File: config.mk
export PLATFORM = sky130hd
export DESIGN_NAME = frame_boundary_credit_pacer
export DESIGN_NICKNAME = d
export VERILOG_FILES = /design/src/hw/rtl/fbcp_pkg.sv /design/src/hw/rtl/fbcp_ring.sv /design/src/hw/rtl/frame_boundary_credit_pacer.sv
export SDC_FILE = /design/constraint.sdc
export NUM_CORES = 1
export LEC_CHECK = 0
export ABC_AREA = 1
export BUFFER_PORTS_ARGS = -buffer_cell sky130_fd_sc_hd__buf_2
export CORE_MARGIN = 4
export CORE_UTILIZATION = 50
export DETAILED_ROUTE_END_ITERATION = 6
export HOLD_SLACK_MARGIN = 0.06
export PLACE_DENSITY = 0.67
export SYNTH_ARGS = -nofsm -noshare
export SYNTH_HDL_FRONTEND = slang
export SYNTH_HIERARCHICAL = 1
export SYNTH_SLANG_ARGS = --single-unit
File: constraint.sdc
create_clock -name clk_i -period 6.2 [get_ports clk_i]
set_input_delay 0.62 -clock clk_i [delete_from_list [all_inputs] [get_ports clk_i]]
set_output_delay 0.62 -clock clk_i [all_outputs]
set_load 0.005 [all_outputs]
File: src/hw/rtl/fbcp_pkg.sv
// Shared types and constants for the frame boundary credit pacer.
package fbcp_pkg;

  localparam int unsigned AddrWidth = 32;
  localparam int unsigned CmdWidth = 2;
  localparam int unsigned OutCountWidth = 5;
  localparam int unsigned OutCreditWidth = 4;
  localparam int unsigned HoldWidth = 2;

  // hold_flags bit that also suppresses a retire
  localparam int unsigned SuppressRetireBit = 1;
  // boundaries needed before the breakpoint goes on
  localparam int unsigned PolicyMin = 2;

  typedef enum logic [CmdWidth-1:0] {
    CMD_NONE    = 2'd0,
    CMD_ENABLE  = 2'd1,
    CMD_DISABLE = 2'd2
  } cmd_e;

  // event request into the boundary ring, valid for one cycle
  typedef struct packed {
    logic                 go;      // transaction accepted this cycle
    logic                 push;    // qualified push
    logic                 retire;  // qualified retire
    logic [AddrWidth-1:0] addr;
  } ring_req_t;

  // ring status, valid the cycle after go
  typedef struct packed {
    logic                 overflow;
    logic                 want_on;
    logic [AddrWidth-1:0] want_at;
  } ring_stat_t;

endpackage

File: src/hw/rtl/fbcp_ring.sv
// Boundary FIFO memory, head/count/credit registers and second-entry lookup.
module fbcp_ring #(
  parameter int unsigned FIFO_DEPTH = 16,
  parameter int unsigned CREDIT_MAX = 15
) (
  input  logic                                 clk_i,
  input  logic                                 rst_ni,
  input  fbcp_pkg::ring_req_t                  req_i,
  output fbcp_pkg::ring_stat_t                 stat_o,
  output logic [$clog2(FIFO_DEPTH+1)-1:0]      count_o,
  output logic [$clog2(CREDIT_MAX+1)-1:0]      credit_o
);

  localparam int unsigned IdxW = $clog2(FIFO_DEPTH);
  localparam int unsigned CntW = $clog2(FIFO_DEPTH + 1);
  localparam int unsigned CrW  = $clog2(CREDIT_MAX + 1);
  localparam int unsigned SumW = IdxW + 1;
  localparam logic [SumW-1:0] DepthS = SumW'(FIFO_DEPTH);
  localparam logic [CntW-1:0] DepthC = CntW'(FIFO_DEPTH);
  localparam logic [CrW-1:0]  CrMax  = CrW'(CREDIT_MAX);
  localparam logic [CntW-1:0] PolMin = CntW'(fbcp_pkg::PolicyMin);

  logic [fbcp_pkg::AddrWidth-1:0] mem [FIFO_DEPTH];

  logic [IdxW-1:0] head_q, head_d;
  logic [CntW-1:0] count_q, count_d;
  logic [CrW-1:0]  credit_q, credit_d;
  logic            ovf_q, ovf_d;

  logic [fbcp_pkg::AddrWidth-1:0] rdata_q;
  logic [fbcp_pkg::AddrWidth-1:0] fwd_data_q;
  logic                           fwd_q;

  logic            wr_en;
  logic [SumW-1:0] tail_sum, head_inc, rd_sum;
  logic [IdxW-1:0] tail_idx, head_nxt, rd_idx;

  // ring index arithmetic: sums stay below twice the depth
  always_comb begin
    tail_sum = {1'b0, head_q} + SumW'(count_q);
    tail_idx = (tail_sum >= DepthS) ? IdxW'(tail_sum - DepthS) : IdxW'(tail_sum);
    head_inc = {1'b0, head_q} + SumW'(1);
    head_nxt = (head_inc >= DepthS) ? IdxW'(head_inc - DepthS) : IdxW'(head_inc);
  end

  always_comb begin
    head_d   = head_q;
    count_d  = count_q;
    credit_d = credit_q;
    ovf_d    = 1'b0;
    wr_en    = 1'b0;
    if (req_i.go && req_i.push) begin
      if (credit_q != '0) begin
        credit_d = credit_q - CrW'(1);
      end else if (count_q == DepthC) begin
        ovf_d = 1'b1;
      end else begin
        wr_en   = 1'b1;
        count_d = count_q + CntW'(1);
      end
    end else if (req_i.go && req_i.retire) begin
      if (count_q != '0) begin
        head_d  = head_nxt;
        count_d = count_q - CntW'(1);
      end else if (credit_q == CrMax) begin
        ovf_d = 1'b1;
      end else begin
        credit_d = credit_q + CrW'(1);
      end
    end
    rd_sum = {1'b0, head_d} + SumW'(1);
    rd_idx = (rd_sum >= DepthS) ? IdxW'(rd_sum - DepthS) : IdxW'(rd_sum);
  end

  always_ff @(posedge clk_i or negedge rst_ni) begin
    if (!rst_ni) begin
      head_q   <= '0;
      count_q  <= '0;
      credit_q <= '0;
      ovf_q    <= 1'b0;
      fwd_q    <= 1'b0;
    end else if (req_i.go) begin
      head_q   <= head_d;
      count_q  <= count_d;
      credit_q <= credit_d;
      ovf_q    <= ovf_d;
      // read-during-write on the same entry returns old data: forward
      fwd_q    <= wr_en && (tail_idx == rd_idx);
    end
  end

  always_ff @(posedge clk_i) begin
    if (wr_en) begin
      mem[tail_idx] <= req_i.addr;
    end
    if (req_i.go) begin
      rdata_q    <= mem[rd_idx];
      fwd_data_q <= req_i.addr;
    end
  end

  always_comb begin
    stat_o.overflow = ovf_q;
    stat_o.want_on  = (count_q >= PolMin);
    stat_o.want_at  = fwd_q ? fwd_data_q : rdata_q;
  end

  assign count_o  = count_q;
  assign credit_o = credit_q;

endmodule

File: src/hw/rtl/frame_boundary_credit_pacer.sv
// Top level of the frame boundary credit pacer.
//
// Tracks frame-end boundaries against completion tokens. A push transaction
// (mode 0) with clear hold flags and a nonzero address uses up a banked
// credit or appends the address to the boundary FIFO; a retire transaction
// (mode 1) with suppress clear and a matching token pops the oldest boundary
// or banks a credit. Full FIFO or saturated credits drop the event and set
// overflow. After every transaction the breakpoint is wanted at the second
// oldest boundary when two or more are outstanding, else off; command reports
// enable or disable only when the applied state changes. Every input
// transaction yields exactly one result transaction. The accept cycle
// updates the counters, writes the FIFO memory and issues the read of the
// second entry; the evaluate state uses the registered read data to
// evaluate the breakpoint and load the output register. An input
// transaction is taken while a previous result still waits; the evaluate
// cycle stalls only if that result has not left yet.
// No clearing pass is needed after reset.
module frame_boundary_credit_pacer #(
  parameter int unsigned FIFO_DEPTH = 16,
  parameter int unsigned CREDIT_MAX = 15
) (
  input  logic                                 clk_i,
  input  logic                                 rst_ni,
  input  logic                                 in_valid_i,
  output logic                                 in_ready_o,
  input  logic                                 mode_i,
  input  logic [fbcp_pkg::AddrWidth-1:0]       boundary_address_i,
  input  logic [fbcp_pkg::HoldWidth-1:0]       hold_flags_i,
  input  logic                                 token_matches_i,
  output logic                                 out_valid_o,
  input  logic                                 out_ready_i,
  output logic [fbcp_pkg::CmdWidth-1:0]        command_o,
  output logic [fbcp_pkg::AddrWidth-1:0]       breakpoint_address_o,
  output logic                                 breakpoint_on_o,
  output logic [fbcp_pkg::OutCountWidth-1:0]   outstanding_count_o,
  output logic [fbcp_pkg::OutCreditWidth-1:0]  credit_count_o,
  output logic                                 overflow_o
);

  typedef enum logic {
    ST_IDLE,
    ST_EVAL
  } state_e;

  state_e state_q;

  fbcp_pkg::ring_req_t  req;
  fbcp_pkg::ring_stat_t stat;
  logic [$clog2(FIFO_DEPTH+1)-1:0] count;
  logic [$clog2(CREDIT_MAX+1)-1:0] credit;

  logic                           applied_on_q;
  logic [fbcp_pkg::AddrWidth-1:0] applied_addr_q;
  logic                           out_valid_q;

  // result register
  logic [fbcp_pkg::CmdWidth-1:0]       command_q;
  logic [fbcp_pkg::AddrWidth-1:0]      bp_addr_q;
  logic                                bp_on_q;
  logic [fbcp_pkg::OutCountWidth-1:0]  out_count_q;
  logic [fbcp_pkg::OutCreditWidth-1:0] out_credit_q;
  logic                                overflow_q;

  logic in_fire;
  logic eval_go;
  logic same_state;

  assign in_ready_o = (state_q == ST_IDLE);
  assign in_fire    = in_valid_i && in_ready_o;

  // qualify the event; ignored events still produce a result
  always_comb begin
    req.go     = in_fire;
    req.push   = !mode_i && (hold_flags_i == '0) && (boundary_address_i != '0);
    req.retire = mode_i && !hold_flags_i[fbcp_pkg::SuppressRetireBit] && token_matches_i;
    req.addr   = boundary_address_i;
  end

  fbcp_ring #(
    .FIFO_DEPTH(FIFO_DEPTH),
    .CREDIT_MAX(CREDIT_MAX)
  ) u_ring (
    .clk_i   (clk_i),
    .rst_ni  (rst_ni),
    .req_i   (req),
    .stat_o  (stat),
    .count_o (count),
    .credit_o(credit)
  );

  // output register must be free (or leaving) before a new result lands
  assign eval_go = (state_q == ST_EVAL) && (!out_valid_q || out_ready_i);

  assign same_state = (stat.want_on == applied_on_q) &&
                      (!stat.want_on || (stat.want_at == applied_addr_q));

  always_ff @(posedge clk_i or negedge rst_ni) begin
    if (!rst_ni) begin
      state_q        <= ST_IDLE;
      applied_on_q   <= 1'b0;
      applied_addr_q <= '0;
      out_valid_q    <= 1'b0;
      command_q      <= fbcp_pkg::CMD_NONE;
      bp_addr_q      <= '0;
      bp_on_q        <= 1'b0;
      out_count_q    <= '0;
      out_credit_q   <= '0;
      overflow_q     <= 1'b0;
    end else begin
      // a new result may land in the cycle the old one leaves
      if (eval_go) begin
        out_valid_q <= 1'b1;
      end else if (out_valid_q && out_ready_i) begin
        out_valid_q <= 1'b0;
      end
      case (state_q)
        ST_IDLE: begin
          if (in_fire) begin
            state_q <= ST_EVAL;
          end
        end
        ST_EVAL: begin
          if (eval_go) begin
            state_q <= ST_IDLE;
            if (same_state) begin
              command_q <= fbcp_pkg::CMD_NONE;
              bp_addr_q <= applied_addr_q;
              bp_on_q   <= applied_on_q;
            end else begin
              applied_on_q   <= stat.want_on;
              applied_addr_q <= stat.want_on ? stat.want_at : '0;
              bp_on_q        <= stat.want_on;
              bp_addr_q      <= stat.want_on ? stat.want_at : '0;
              command_q      <= stat.want_on ? fbcp_pkg::CMD_ENABLE
                                             : fbcp_pkg::CMD_DISABLE;
            end
            out_count_q  <= fbcp_pkg::OutCountWidth'(count);
            out_credit_q <= fbcp_pkg::OutCreditWidth'(credit);
            overflow_q   <= stat.overflow;
          end
        end
        default: begin
          state_q <= ST_IDLE;
        end
      endcase
    end
  end

  assign out_valid_o          = out_valid_q;
  assign command_o            = command_q;
  assign breakpoint_address_o = bp_addr_q;
  assign breakpoint_on_o      = bp_on_q;
  assign outstanding_count_o  = out_count_q;
  assign credit_count_o       = out_credit_q;
  assign overflow_o           = overflow_q;

endmodule
==> results of run 1 <==
[cells in the final DEF, fill, tap and decap left out, drive strengths merged]
cell      count
a21oi         5
a31oi         1
buf         125
bufinv        6
clkbuf       75
clkinv       31
clkinvlp      4
dfrtp        62
diode         1
edfxtp      576
fa            3
ha           11
inv         402
mux2         32
nand2       743
nand3       442
nand3b       97
nand4         4
nor2         42
nor3          1
nor4          9
o211ai        1
o21ai        40
o221ai        1
o311ai        1
xnor2        29
xor2          7
[metal layers]
metal	part of all wire, %	wire, um	global-route usage, %
met1	41	29100	32.4
met2	47	33400	38.3
met3	8.8	6200	3.86
met4	3.0	2130	8.01
met5	0.018	13	0
[state kept, by name, summed over array words and instances (netlist names)]
register and flops:
u_ring/ovf_q 1, command_o 2, u_ring/count_o 5, u_ring/fwd_data_q 32, u_ring/fwd_q 1, u_ring/credit_o 4, overflow_o 1, credit_count_o 4
u_ring/head_q 4, u_ring/mem 512, breakpoint_on_o 1, outstanding_count_o 5, state_q 1, out_valid_o 1, breakpoint_address_o 32, u_ring/rdata_q 32
[worst max-delay path by stage]
| stage | startpoint | to | slack [ns] | depth (start not counted) |
|---|---|---|---|---|
| final | boundary_address_i[2] | u_ring/rdata_q[21] | 0.67 | 17 |
| after floorplan | in_valid_i | u_ring/mem[2][0] | 1.17 | 8 |
| after global routing | boundary_address_i[2] | u_ring/rdata_q[24] | 0.44 | 17 |
| after CTS | boundary_address_i[2] | u_ring/rdata_q[21] | 0.87 | 17 |
| after detailed placement | boundary_address_i[2] | u_ring/rdata_q[21] | 0.23 | 17 |
| after global placement | boundary_address_i[2] | u_ring/rdata_q[24] | 0.36 | 17 |
[power breakdown]
group	leakage (nW)	internal, mW	switching (mW)
Clock	1.06	2.30	1.64
Combinational	6.10	1.74	3.94
Sequential	5.99	5.12	0.222
[cell families after synthesis]
kind of cell | after synthesis | synth area share (%)
buffers and inverters | 532 | 7.73
AO/OA/AOI/OAI | 49 | 0.910
multiplexers | 32 | 1.28
adder cells (fa/ha/maj) | 14 | 0.701
XOR/XNOR | 36 | 1.12
AND/OR/NAND/NOR | 1338 | 21.4
flip-flops | 638 | 66.9
[layout make-up]
class | count | share of cell area [%]
diodes | 1 | 0.00794
repair buffers | 125 | 2.41
multi-input cells | 1469 | 23.2
well taps | 748 | 2.97
clock buffers | 75 | 5.58
inverters | 399 | 4.77
clock inverters | 44 | 1.26
flip-flops and latches | 638 | 59.8
[stage by stage]
| stage | cells | hold slack, ns |
|---|---|---|
| after floorplan | 2639 | 0.324 |
| after global placement | 3379 | 0.457 |
| after detailed placement | 3379 | 0.461 |
| after CTS | 3498 | 0.211 |
| after global routing | 3499 | 0.272 |
| final | 3499 | 0.200 |
==> results.yml, run 1 <==
critical_path:
  crit_arrival_ns: 5.99
  cp_slowest_stage_delay_ns: 0.87
  r2r_cells: 11
  cp_cell_sequence: "buf_2 -> nor4_1 -> nand4_1 -> nor2_1 -> nor4_1 -> nor2_4 -> nand2_2 -> nand2_4 -> nand2_8 -> inv_4 -> ha_4 -> inv_4 -> buf_4 -> nand3_1 -> nand3_1 -> nand3_1 -> nand2_1"
  critPathMaxFanout: 85
  reg2reg_from: "state_q"
  reg2reg_slack_ns: 1.54
  crit_family: "simple AND/OR/NAND/NOR gates"
  crit_buf_inv: 4
  critPathRequiredTime_ns: 6.66
  crit_path_start_kind: "primary input"
  cp_common_cell: "nand3_1"
  slowest_stage: "inv_4"
  r2r-end: "u_ring/mem[4][18]"
  worstSetupPathType: "in2reg"
  critPathCaptureType: "flip-flop"
floorplanning:
  die_x_um: 245
  start_util_pct: 50.9
  rows: 86
  ios: 87
  dieArea_um2: 60200
  dieHeight_um: 245
  core_um2: 55400
routing:
  wire_per_inst_um: 20.2
  vias: 19100
  drt_wl_total_um: 70800
  postRouteAntennaNets: 0
  first_pass_iters: 5
  avgViaCountPerCell: 5.45
  drtIter0Drc: 1862
  route.detailed.drc: 0
sta:
  drv_slew: 0
  tns_ns: 0
  setup_viol: 0
  fin_crit_ns: 5.53
  finalWorstSetupSlack_ns: 0.670
  fmax_mhz: 181
  finalHoldViolations: 0
  rsz0062_at_grt: "false"
  tightest_slew_ns: 1.41
  final.setup_skew_ns: 0.0160
  slew_headroom_pct: 6.09
  period_share_pct: 89.2
clock_network:
  tritoncts: "yes"
  cts_made_buffers: 67
  root_buffer: "clkbuf_16"
  cts_max_path_buffers: 3
  cts_sinks: 638
  cts.reportedPaths.clkPinSlew_ns: 0.06
  post_cts_buffers: 0
  ctsHoldBuffers: 0
  clock_latency_ns: 0.60
  cts_htree_levels: 3
  ctsResizeCount: 0
pwr:
  power_density_nw_per_um2: 475
  total_power_mw: 15.0
  ir_drop_mv: 0.492
  power_leakage_nw: 13.1
place:
  pre_cts_slack_ns: 0.235
  dp_hpwl_um: 39000
  portBuffers: 86
  place_congestion: 0.827
  placed_cell_area_um2: 29400
synthesis:
  synthCells: 2639
  yosysSeqAreaShare_pct: 66.9
  ys.flop_type: "edfxtp_1"
  ys_warn_count: 6
  synth_edf_count: 576
  ys_ff_latch: 638
  netlist.area_leader.share_pct: 61.4
  ys_top_cells_by_count: "nand2_1, edfxtp_1, nand3_1, inv_1, nand3b_1"
  yosys.area.top_type: "edfxtp_1"
  syn_area_per_cell_um2: 10.7
  async_flop_share_pct: 9.72
  syn_area_um2: 28200
  synth_most_common_cell: "nand2_1"
  synth_area_leaders: "edfxtp_1, nand2_1, nand3_1"
  synthesis.nets: 2693
  synth_cell_type_count: 33
global_route:
  track_usage_pct: 23.5
  overflow: 0
  antenna_found_initial: 2
  grt_max_degree: 220
  grt_pass1_vias: 18300
  grt_pass1_wl_um: 109000
finish:
  utilization_pct: 56.9
  multi_input_area_um2: 7320
  drive_above_1_share_pct: 10.7
  area_growth_syn_to_layout_pct: 11.8
  layout.nets: 2754
  regArea_um2: 18800
  nFillCells: 4547
  fin_area_um2: 31500
flow_run:
  cap_violations: 0
hold_path:
  min_path_type: "in2async"
outcome:
  status: "finished clean"
No activity file was read; power rests on OpenSTA's default activity.
==> run 2, diff against run 1 <==
--- a/config.mk
+++ b/config.mk
@@ -11,7 +11,7 @@
 export CORE_UTILIZATION = 50
 export DETAILED_ROUTE_END_ITERATION = 6
 export HOLD_SLACK_MARGIN = 0.06
-export PLACE_DENSITY = 0.67
+export PLACE_DENSITY = 0.7
 export SYNTH_ARGS = -nofsm -noshare
 export SYNTH_HDL_FRONTEND = slang
 export SYNTH_HIERARCHICAL = 1
==> constraint.sdc (replaced) <==
create_clock -name clk_i -period 4.5 [get_ports clk_i]
set_input_delay 0.45 -clock clk_i [delete_from_list [all_inputs] [get_ports clk_i]]
set_output_delay 0.45 -clock clk_i [all_outputs]
set_load 0.005 [all_outputs]
==> results.yml, run 2 (synthesis gave the netlist of run 1 again) <==
outcome:
  status: "finished clean"
routing:
  wire_per_inst_um: 20.0
  avgViaCountPerCell: 5.40
  drt_wl_total_um: 70300
  route.detailed.drc: 0
  postRouteAntennaNets: 0
  vias: 19000
  drtIter0Drc: 1805
  first_pass_iters: 6
critical_path:
  critPathMaxFanout: 32
  slowest_stage: "inv_2"
  r2r-end: "u_ring/rdata_q[7]"
  cp-startpoint: "boundary_address_i[21]"
  r2r_cells: 16
  critPathRequiredTime_ns: 5.00
  crit_buf_inv: 4
  crit_arrival_ns: 4.53
  worstSetupPathType: "in2reg"
  cp_common_cell: "nand2_1"
  cp_slowest_stage_delay_ns: 0.74
  cp_cell_sequence: "dlygate4sd3_1 -> buf_2 -> nor4_1 -> buf_4 -> nand4_1 -> nor2_1 -> nor4_1 -> nor2_4 -> nand2_2 -> nand2_4 -> nand2_8 -> nor2_2 -> nand2_1 -> nand2_1 -> nand2_2 -> inv_2 -> nand3_1 -> nand2_1"
  critPathCaptureType: "flip-flop"
  reg2reg_from: "state_q"
  crit_family: "simple AND/OR/NAND/NOR gates"
  crit_path_start_kind: "primary input"
  reg2reg_slack_ns: 1.08
  path_depth: 18
  critPathCapture: "u_ring/rdata_q[7]"
floorplanning:
  start_util_pct: 50.9
  dieArea_um2: 60200
  rows: 86
  dieHeight_um: 245
  die_x_um: 245
  core_um2: 55400
  ios: 87
finish:
  largest_reg_flops: 512
  layout.nets: 2770
  nFillCells: 4445
  drive_above_1_share_pct: 11.1
  final_common_cell: "nand2_1"
  area_growth_syn_to_layout_pct: 12.4
  max_flop_register: "u_ring/mem"
  final_cell_mix: "nand2_1, edfxtp_1, nand3_1"
sta:
  fmax_mhz: 248
  finalWorstSetupSlack_ns: 0.473
  fin_crit_ns: 4.03
  rsz0062_at_grt: "false"
  tightest_slew_ns: 1.02
  finalHoldViolations: 0
  setup_viol: 0
  final.setup_skew_ns: 0.0248
  drv_slew: 0
  slew_headroom_pct: 31.8
  period_share_pct: 89.5
  tns_ns: 0
clock_network:
  cts_sinks: 638
  root_buffer: "clkbuf_16"
  post_cts_buffers: 0
  cts.reportedPaths.clkPinSlew_ns: 0.06
  ctsResizeCount: 0
  tritoncts: "yes"
  cts_max_path_buffers: 3
  cts_made_buffers: 60
  clock_latency_ns: 0.64
  ctsHoldBuffers: 3
  cts_htree_levels: 2
pwr:
  swShare_pct: 39.1
  power_leakage_nw: 13.2
  power_density_nw_per_um2: 639
  seqPwrFrac_pct: 36.4
  ir_drop_mv: 0.768
  p_clk_share_pct: 24.0
  power_frac_comb_pct: 39.5
  p_sw_mw: 7.90
  internal_power_mw: 12.3
global_route:
  grt_pass1_vias: 18100
  grt_pass1_wl_um: 107000
  grt_max_degree: 212
  overflow: 0
  track_usage_pct: 23.1
  antenna_found_initial: 4
flow_run:
  cap_violations: 0
place:
  portBuffers: 86
  place_congestion: 0.802
  pre_cts_slack_ns: 0.109
  dp_hpwl_um: 37300
hold_path:
  min_path_type: "in2reg"
==> run 2: cell types whose count changed in the layout (fill, tap and decap cells not counted), moves of 4 or more <==
cell	delta
buf_12	+19
clkbuf_16	-8
clkbuf_1	+5
clkinv_2	+4
==> run 2: worst register-to-register path, stage by stage, from the launching register on <==
cell and delay (ns):
dfrtp_1 0.38, inv_1 0.10, nand2_1 0.09, inv_2 0.06, buf_4 0.37, nand2_1 0.24, nor2_4 0.26, nand2_2 0.12
nand2_4 0.12, nand2_8 0.07, nor2_2 0.17, nand2_1 0.09, nand2_1 0.11, nand2_2 0.08, inv_2 0.74, nand3_1 0.19
nand2_1 0.11
==> run 2: area by class of cell <==
class                           count  area, um2  share of cell area [%]
Sequential cell                   638      18800                    59.5
Clock inverter                     38        292                   0.920
Multi-Input combinational cell   1469       7320                    23.1
Inverter                          399       1500                    4.74
Clock buffer                       74       1590                    5.03
Tap cell                          748        936                    2.96
Antenna cell                        1       2.50                 0.00790
Timing Repair Buffer              148       1180                    3.72
==> run 2: power by group through the flow <==
stage               clock network, mW  registers (mW)  logic [mW]
floorplan                           0            7.43        5.44
global placement                    0            7.47        7.76
detailed placement                  0            7.49        7.93
CTS                              4.94            7.37        7.97
global route                     5.20            7.42        8.86
finish                           4.86            7.37        8.00
==> run 2: stage by stage <==
step,hold WS (ns),area [um2],cells,total power [mW],util [%]
after detailed placement,0.464,29800,3399,15.4,53.7
after global routing,0.0890,31700,3515,21.5,57.2
after global placement,0.463,29800,3399,15.2,53.7
final,0.104,31700,3515,20.2,57.2
after CTS,0.0649,31700,3514,20.3,57.1
after floorplan,0.154,28200,2639,12.9,-
==> run 2: how the worst min path moves through the flow <==
stage	startpoint	end	slack [ns]	cells after the start
floorplan	rst_ni	breakpoint_address_o[0]	0.15	0
global placement	command_o[0]	command_o[0]	0.46	2
detailed placement	credit_count_o[3]	credit_count_o[3]	0.46	2
CTS	boundary_address_i[30]	u_ring/mem[8][30]	0.06	1
global route	boundary_address_i[30]	u_ring/mem[8][30]	0.09	1
finish	boundary_address_i[6]	u_ring/mem[8][6]	0.10	1
==> run 2: per-layer routing <==
layer | share of wire (%) | track usage (%) | up-vias
met4 | 2.8 | 7.68 | 4
met1 | 40 | 31.2 | 9100
li1 | - | - | 8884
met3 | 9.2 | 4.37 | 142
met2 | 47 | 38.1 | 844
met5 | 0.030 | 0 | -
